[config.mk]
export PLATFORM = sky130hd
export DESIGN_NAME = vlmr_ctrl
export DESIGN_NICKNAME = d
export VERILOG_FILES = /design/src/sv/vlmr_pkg.sv /design/src/sv/vlmr_ctrl.sv
export SDC_FILE = /design/constraint.sdc
export NUM_CORES = 1
export LEC_CHECK = 0
export BUFFER_PORTS_ARGS = -buffer_cell sky130_fd_sc_hd__buf_4
export CAP_MARGIN = 20
export CORE_MARGIN = 4
export CORE_UTILIZATION = 49
export CTS_BUF_LIST = sky130_fd_sc_hd__clkbuf_16
export CTS_CLUSTER_SIZE = 12
export DETAILED_ROUTE_END_ITERATION = 6
export PLACE_DENSITY = 0.83
export SLEW_MARGIN = 10
export SYNTH_ARGS = -nofsm -noshare
export SYNTH_HDL_FRONTEND = slang
export SYNTH_SLANG_ARGS = --single-unit
[constraint.sdc]
create_clock -name clock -period 3.8 [get_ports clock]
set_clock_uncertainty 0.05 [all_clocks]
set_input_delay 0 -clock clock [delete_from_list [all_inputs] [get_ports clock]]
set_output_delay 0 -clock clock [all_outputs]
set_load 0.03 [all_outputs]
[src/sv/vlmr_pkg.sv]
// Shared types and constants of the variable-length message ring.
`default_nettype none
package vlmr_pkg;

   // Header layout and limits
   localparam int HEAD_BYTES      = 24;
   localparam int HDR_FIELD_BYTES = 15;
   localparam int MAX_PAYLOAD     = 63;
   localparam int MIN_QUEUE       = 64;
   localparam logic [7:0] MAX_COUNT = 8'd255;

   // Operation codes
   localparam logic [2:0] OP_APPEND  = 3'd0;
   localparam logic [2:0] OP_URGENT  = 3'd1;
   localparam logic [2:0] OP_PAYLOAD = 3'd2;
   localparam logic [2:0] OP_PEEK    = 3'd3;
   localparam logic [2:0] OP_READ    = 3'd4;
   localparam logic [2:0] OP_REMOVE  = 3'd5;

   // Result status codes
   localparam logic [1:0] ST_OK       = 2'd0;
   localparam logic [1:0] ST_OVERFLOW = 2'd1;
   localparam logic [1:0] ST_SIZE     = 2'd2;
   localparam logic [1:0] ST_EMPTY    = 2'd3;

   // What the captured word asks the datapath to do
   typedef enum logic [2:0] {
      ACT_NONE,
      ACT_PAYLOAD,
      ACT_HEADER,
      ACT_PEEK,
      ACT_READ,
      ACT_REMOVE
   } act_type;

   typedef struct packed {
      logic       capture;
      logic       hdr_accept;
      logic       hw_step;
      logic       pay_write;
      logic       hr_start;
      logic       hr_step;
      logic       remove;
      logic       read_begin;
      logic       pr_step;
      logic       read_end;
      logic       emit;
      logic [1:0] emit_status;
      logic       emit_head;
      logic       emit_pay;
      logic       emit_last;
   } cmd_type;

   typedef struct packed {
      act_type    act;
      logic [1:0] code;
      logic       slot_free;
      logic       idx_last;
      logic       size_err;
      logic       pay_done;
      logic       hlen_zero;
   } sts_type;

endpackage
`default_nettype wire

[src/sv/vlmr_ctrl.sv]
// Controller state machine of the variable-length message ring.
`default_nettype none
module vlmr_ctrl (
   input  wire logic             clock,
   input  wire logic             reset,
   input  wire logic             req_tvalid,
   output logic                  req_tready,
   input  wire vlmr_pkg::sts_type sts,
   output vlmr_pkg::cmd_type     cmd
);

   typedef enum logic [3:0] {
      S_IDLE, S_EVAL, S_HWR, S_HRD, S_HWAIT, S_HEVAL,
      S_EMIT, S_EMIT_HEAD, S_RHEAD, S_PADDR, S_PDATA
   } state_type;

   state_type  state_ff, state_in;
   logic [1:0] code_ff, code_in;

   assign req_tready = (state_ff == S_IDLE);

   // Next state and datapath commands
   always_comb begin
      state_in = state_ff;
      code_in  = code_ff;
      cmd      = '0;
      case (state_ff)
         S_IDLE: begin
            if (req_tvalid) begin
               cmd.capture = 1'b1;
               state_in    = S_EVAL;
            end
         end
         S_EVAL: begin
            case (sts.act)
               vlmr_pkg::ACT_NONE: begin
                  code_in  = sts.code;
                  state_in = S_EMIT;
               end
               vlmr_pkg::ACT_PAYLOAD: begin
                  cmd.pay_write = 1'b1;
                  code_in       = vlmr_pkg::ST_OK;
                  state_in      = S_EMIT;
               end
               vlmr_pkg::ACT_HEADER: begin
                  cmd.hdr_accept = 1'b1;
                  code_in        = vlmr_pkg::ST_OK;
                  state_in       = S_HWR;
               end
               default: begin
                  cmd.hr_start = 1'b1;
                  state_in     = S_HRD;
               end
            endcase
         end
         S_HWR: begin
            cmd.hw_step = 1'b1;
            if (sts.idx_last) state_in = S_EMIT;
         end
         S_HRD: begin
            cmd.hr_step = 1'b1;
            if (sts.idx_last) state_in = S_HWAIT;
         end
         S_HWAIT: begin
            state_in = S_HEVAL;
         end
         S_HEVAL: begin
            code_in = vlmr_pkg::ST_OK;
            case (sts.act)
               vlmr_pkg::ACT_PEEK: begin
                  state_in = S_EMIT_HEAD;
               end
               vlmr_pkg::ACT_REMOVE: begin
                  cmd.remove = 1'b1;
                  state_in   = S_EMIT;
               end
               vlmr_pkg::ACT_READ: begin
                  if (sts.size_err) begin
                     code_in  = vlmr_pkg::ST_SIZE;
                     state_in = S_EMIT_HEAD;
                  end else begin
                     cmd.read_begin = 1'b1;
                     state_in       = S_RHEAD;
                  end
               end
               default: begin
                  state_in = S_EMIT;
               end
            endcase
         end
         S_EMIT: begin
            if (sts.slot_free) begin
               cmd.emit        = 1'b1;
               cmd.emit_status = code_ff;
               cmd.emit_last   = 1'b1;
               state_in        = S_IDLE;
            end
         end
         S_EMIT_HEAD: begin
            if (sts.slot_free) begin
               cmd.emit        = 1'b1;
               cmd.emit_status = code_ff;
               cmd.emit_head   = 1'b1;
               cmd.emit_last   = 1'b1;
               state_in        = S_IDLE;
            end
         end
         S_RHEAD: begin
            if (sts.slot_free) begin
               cmd.emit        = 1'b1;
               cmd.emit_status = vlmr_pkg::ST_OK;
               cmd.emit_head   = 1'b1;
               cmd.emit_last   = sts.hlen_zero;
               state_in        = S_PADDR;
            end
         end
         S_PADDR: begin
            if (sts.pay_done) begin
               cmd.read_end = 1'b1;
               state_in     = S_IDLE;
            end else begin
               cmd.pr_step = 1'b1;
               state_in    = S_PDATA;
            end
         end
         S_PDATA: begin
            if (sts.slot_free) begin
               cmd.emit        = 1'b1;
               cmd.emit_status = vlmr_pkg::ST_OK;
               cmd.emit_head   = 1'b1;
               cmd.emit_pay    = 1'b1;
               cmd.emit_last   = sts.pay_done;
               state_in        = S_PADDR;
            end
         end
         default: begin
            state_in = S_IDLE;
         end
      endcase
   end

   // State and registered status code
   always_ff @(posedge clock) begin
      if (reset) begin
         state_ff <= S_IDLE;
         code_ff  <= vlmr_pkg::ST_OK;
      end else begin
         state_ff <= state_in;
         code_ff  <= code_in;
      end
   end

endmodule
`default_nettype wire

==> impl_metrics.yaml, run 1 <==
synthesis:
  ys_top_cells_by_count: "nor2_1, a21oi_1, nor3_1"
  ys_async_sr_fraction_pct: 0
  synth_nets: 107
  synth_top_area_share_pct: 17.9
  synth_compound_area_share_pct: 23.7
  synth.area.top_cells: "dfxtp_1, a21oi_1, nor2_1"
  ys_warn_count: 0
  yosys.area.top_type: "dfxtp_1"
  synthCells: 94
  synth_seq_cells: 6
  synthAdderAreaFrac_pct: 0
  syn_area_um2: 669
  yosysMostFrequentCell: "nor2_1"
  synth_edf_count: 0
  avgSynthCellArea_um2: 7.12
  synth.area.mux_share_pct: 1.68
  synthFlopType: "dfxtp_1"
  synth_top_family_by_area: "simple AND/OR/NAND/NOR gates"
  synthDistinctLibCells: 35
  synth-simple-area-share_pct: 46.9
  yosysSeqAreaShare_pct: 17.9
  synth_xor_area_share_pct: 1.31
clock_network:
  htreeDepth: 1
  clk_pin_slew_ns: 0.03
  cts_tree: "yes"
  cts_buffers: 3
  root_buffer: "clkbuf_16"
  insertion_delay_ns: 0.23
  cts_sinks: 6
  clock_path_buffers: 2
sta:
  fmax_mhz: 528
  rsz0062_at_grt: "false"
  slew_violations: 0
  tightestPinTransition_ns: 0.716
  min_period_ns: 1.89
  layout_worst_path_cycle_share_pct: 49.8
  finalHoldViolCount: 0
  setup-violations-final: 0
  maxSlewHeadroom_pct: 52.2
  tns_ns: 0
detailed_routing:
  drc: 0
  vias_per_cell: 5.70
  ant_nets: 0
  first_pass_iters: 4
  vias: 764
  wl_per_cell_um: 13.9
  drt_iter0_drc: 10
  routed_wl_mm: 1.86
floorplan:
  num_rows: 13
  dieArea_um2: 2020
  die-height_um: 45.0
  core-area_um2: 1300
  io_pins: 30
  die_x_um: 45.0
  start_util_pct: 51.4
worst_setup_path:
  critPathKind: "reg -> out"
  critPathMaxFanout: 11
  end_kind: "output port"
  cp_data_arrival_time_ns: 1.84
  required_ns: 3.75
  startpoint_type: "register"
global_route:
  grt_pass1_wl_mm: 3.08
  antenna_found_initial: 0
  grt_pass1_vias: 687
  overflow: 0
  track_usage_pct: 20.8
  grt_max_degree: 20
power:
  p_leak_nw: 0.410
  p_per_area_nw_per_um2: 570
  irDropWorstVdd_v: 0.000487
finish:
  num_antenna_cells: 0
  drive_above_1_share_pct: 31.1
  syn2layout_area_growth_pct: 41.9
  nets: 134
  final_util_pct: 73.0
  fin_area_um2: 950
worst_hold_path:
  min_path_type: "in -> reg"
placed_design:
  dpl.hpwl_mm: 1.38
  placed_area_um2: 865
  gp_congestion: 0.813
  port_buffers: 29
status:
  status: "finished, final reports clean"
flow_run:
  maxCapViolCount: 0
repair_timing:
item	CTS	global route
hold buffers	1	0
setup buffers	0	0
hold endpoints to repair	3	0
setup endpoints to repair	0	0
resized for setup	0	0
layout make-up:
class                      instances  area, um2
timing repair buffer              30        228
clock buffer                       3       75.1
sequential                         6        120
inverter                           4       15.0
tap                               15       18.8
multi-input combinational         76        493
fill                             115        352
report_power, final:
part           switching, mW  leakage (nW)  internal, mW
registers             0.0536        0.0490        0.0780
clock network         0.0345        0.0370         0.135
logic                  0.137         0.324         0.104
total                  0.225         0.410         0.317
state kept, by name (all words and copies together) (netlist names):
name / cells
state_ff: 4
code_ff: 2
placed cells by master, fill, tap and decap left out, types with 3 or more instances in the layout:
| master | n |
|---|---|
| a21oi_1 | 8 |
| and3_1 | 3 |
| buf_4 | 29 |
| clkbuf_16 | 3 |
| dfxtp_1 | 6 |
| inv_1 | 4 |
| nand2_1 | 5 |
| nand2b_1 | 4 |
| nor2_1 | 10 |
| nor3_1 | 7 |
| nor3b_1 | 3 |
| nor4_1 | 3 |
| o21ai_0 | 6 |
cell families after synthesis:
logic type / after synthesis
AOI/OAI and AO/OA: 25
xor gates and xnor gates: 1
buffers and inverters: 12
DFF: 6
muxes: 1
and+or+nand+nor: 49
routing by layer:
metal  up-vias  track usage, %  wire, um  share of wire, %
li1        391               -         -                 -
met1       337            28.0       861                46
met2        29            30.5       873                47
met3         7            3.98        80               4.3
met4         0            12.3        48               2.6
met5         -               0         0                 0
final timing paths:
| path | slack [ns] | depth (start not counted) | to | startpoint |
|---|---|---|---|---|
| max | 1.91 | 4 | cmd[0] | state_ff[3] |
| min | 0.07 | 4 | code_ff[0] | sts[5] |
| max reg2reg | 2.06 | 4 | code_ff[0] | state_ff[0] |
| min reg2reg | 0.40 | 2 | code_ff[0] | code_ff[0] |
per-stage QoR:
step	setup slack [ns]	power [mW]	hold slack, ns	cells
finish	1.91	0.542	0.0746	134
global route	1.72	0.578	0.115	134
CTS	1.88	0.540	0.0742	134
detailed placement	2.08	0.368	0.183	130
global placement	2.16	0.362	0.178	130
floorplan	1.76	0.302	0.0642	94
critical path, stage by stage (launching register included):
cell     delay, ns
dfxtp_1       0.53
nor3b_1       0.65
a21oi_1       0.14
nor2b_1       0.13
buf_4         0.16
No activity file was read; power rests on OpenSTA's default activity.
==> run 2, diff against run 1 <==
--- a/config.mk
+++ b/config.mk
@@ -8,11 +8,11 @@
 export BUFFER_PORTS_ARGS = -buffer_cell sky130_fd_sc_hd__buf_4
 export CAP_MARGIN = 20
 export CORE_MARGIN = 4
-export CORE_UTILIZATION = 49
+export CORE_UTILIZATION = 45
 export CTS_BUF_LIST = sky130_fd_sc_hd__clkbuf_16
 export CTS_CLUSTER_SIZE = 12
 export DETAILED_ROUTE_END_ITERATION = 6
-export PLACE_DENSITY = 0.83
+export PLACE_DENSITY = 0.77
 export SLEW_MARGIN = 10
 export SYNTH_ARGS = -nofsm -noshare
 export SYNTH_HDL_FRONTEND = slang
==> constraint.sdc (replaced) <==
create_clock -name clock -period 1.84 [get_ports clock]
set_clock_uncertainty 0.05 [all_clocks]
set_input_delay 0 -clock clock [delete_from_list [all_inputs] [get_ports clock]]
set_output_delay 0 -clock clock [all_outputs]
set_load 0.03 [all_outputs]
==> impl_metrics.yaml, run 2 (synthesis results as in run 1) <==
worst_setup_path:
  critical_path_buf_inv_count: 2
  critPathMaxFanout: 9
  critPathSlowestCell: "dfxtp_1"
  cpPeakStageDelay_ns: 0.41
  required_ns: 1.79
  r2r-start: "state_ff[0]"
  startpoint_type: "register"
  worstPathCellList: "buf_4 > nor3b_2 > a21oi_1 > nor2b_1 > buf_4"
  end_kind: "output port"
  cp_data_arrival_time_ns: 1.62
  r2r-end: "code_ff[1]"
  worstRegToRegCells: 4
  crit_path_start: "state_ff[0]"
  crit_path_frequent_cell: "buf_4"
  rrSetupSlack_ns: 0.26
  critical_path.top_delay_family: "simple AND/OR/NAND/NOR gates"
  critPathKind: "reg -> out"
flow_run:
  maxCapViolCount: 0
detailed_routing:
  drc: 0
  routed_wl_mm: 1.90
  ant_nets: 0
  first_pass_iters: 4
  vias_per_cell: 5.64
  wl_per_cell_um: 13.7
  drt_iter0_drc: 11
  vias: 778
finish:
  regMostFlops: "state_ff"
  syn2layout_area_growth_pct: 48.8
  drive_above_1_share_pct: 35.8
  layout_common_cells: "buf_4, nor2_1, a21oi_1"
  final_common_cell: "buf_4"
  num_antenna_cells: 0
  nets: 138
  top_regs: "state_ff (4), code_ff (2)"
  final_util_pct: 73.8
  fillCellCount: 108
  largest_register_ffs: 4
sta:
  layout_worst_path_cycle_share_pct: 91.0
  maxSlewHeadroom_pct: 74.8
  fmax_mhz: 597
  layout_setup_ws_ns: 0.166
  finalHoldViolCount: 0
  setup-violations-final: 0
  rsz0062_at_grt: "false"
  min_period_ns: 1.67
  slew_violations: 0
  hold_ws_ns: 0.0658
  tightestPinTransition_ns: 0.377
global_route:
  overflow: 0
  grt_pass1_vias: 687
  grt_max_degree: 18
  antenna_found_initial: 0
  grt_pass1_wl_mm: 3.08
  track_usage_pct: 20.0
placed_design:
  dp_slack_ns: 0.114
  gp_congestion: 0.792
  port_buffers: 29
  dpl.hpwl_mm: 1.46
worst_hold_path:
  min_path_type: "in -> reg"
  hold_end: "code_ff[0]"
  worstHoldStart: "sts[5]"
  hold_depth: 4
floorplan:
  dieArea_um2: 2170
  die-height_um: 46.6
  die_x_um: 46.6
  core-area_um2: 1350
  num_rows: 13
  start_util_pct: 49.6
  io_pins: 30
status:
  status: "finished, final reports clean"
power:
  p_total_mw: 1.18
  p_leak_nw: 0.436
  p_per_area_nw_per_um2: 1180
  irDropWorstVdd_v: 0.000764
clock_network:
  cts_sinks: 6
  cts_tree: "yes"
  root_buffer: "clkbuf_16"
  cts_buffers: 3
  htreeDepth: 1
  insertion_delay_ns: 0.23
  clock_path_buffers: 2
  clk_pin_slew_ns: 0.03
  post_cts_buffers: 0
-- run 2: cell types whose count changed in the layout (fill, tap and decap cells not counted), sizes merged --
cell | previous run | this run
buf | 29 | 33
-- run 2: what timing repair did --
action	CTS	global route
gates resized for setup	1	0
hold buffers	1	0
endpoints found under the hold margin	3	0
setup endpoints to repair	3	0
-- run 2: cell type report --
type | instances | area [um2] | share of cell area [%]
clock buffer | 3 | 75.1 | 7.54
sequential | 6 | 120 | 12.1
multi-input combinational | 76 | 509 | 51.1
tap | 15 | 18.8 | 1.88
timing repair buffer | 34 | 258 | 25.9
inverter | 4 | 15.0 | 1.51
-- run 2: stage by stage --
step	setup TNS [ns]	instances	cell area, um2
CTS	0	138	996
floorplan	-0.134	94	681
global route	0	138	996
finish	0	138	996
detailed placement	0	134	906
global placement	0	134	906
-- run 2: worst reg2reg max path, cell delays in order, from the launching register on --
cell       delay, ns
dfxtp_1         0.53
nand4bb_4       0.20
nor4b_4         0.30
a21oi_1         0.08
o41ai_2         0.32
-- run 2: where the power goes --
part	internal [mW]	switching, mW
Clock	0.279	0.0739
Combinational	0.258	0.345
Sequential	0.161	0.0584
Total	0.698	0.478
-- run 2: worst max path at each step --
stage / end / slack [ns] / depth (start not counted)
2_1_floorplan: cmd[12] / -0.07 / 4
3_3_place_gp: state_ff[1] / 0.15 / 5
3_5_place_dp: state_ff[0] / 0.11 / 5
4_1_cts: cmd[0] / 0.17 / 5
5_1_grt: cmd[0] / 0.06 / 5
6_report: cmd[0] / 0.17 / 5
-- run 2: per-layer routing --
layer | GRT usage (%) | share of wire (%) | vias to the layer above
li1 | - | - | 398
met2 | 29.9 | 47 | 27
met3 | 3.13 | 6.7 | 4
met1 | 26.7 | 44 | 349
met5 | 0 | 0 | -
met4 | 11.4 | 2.1 | 0
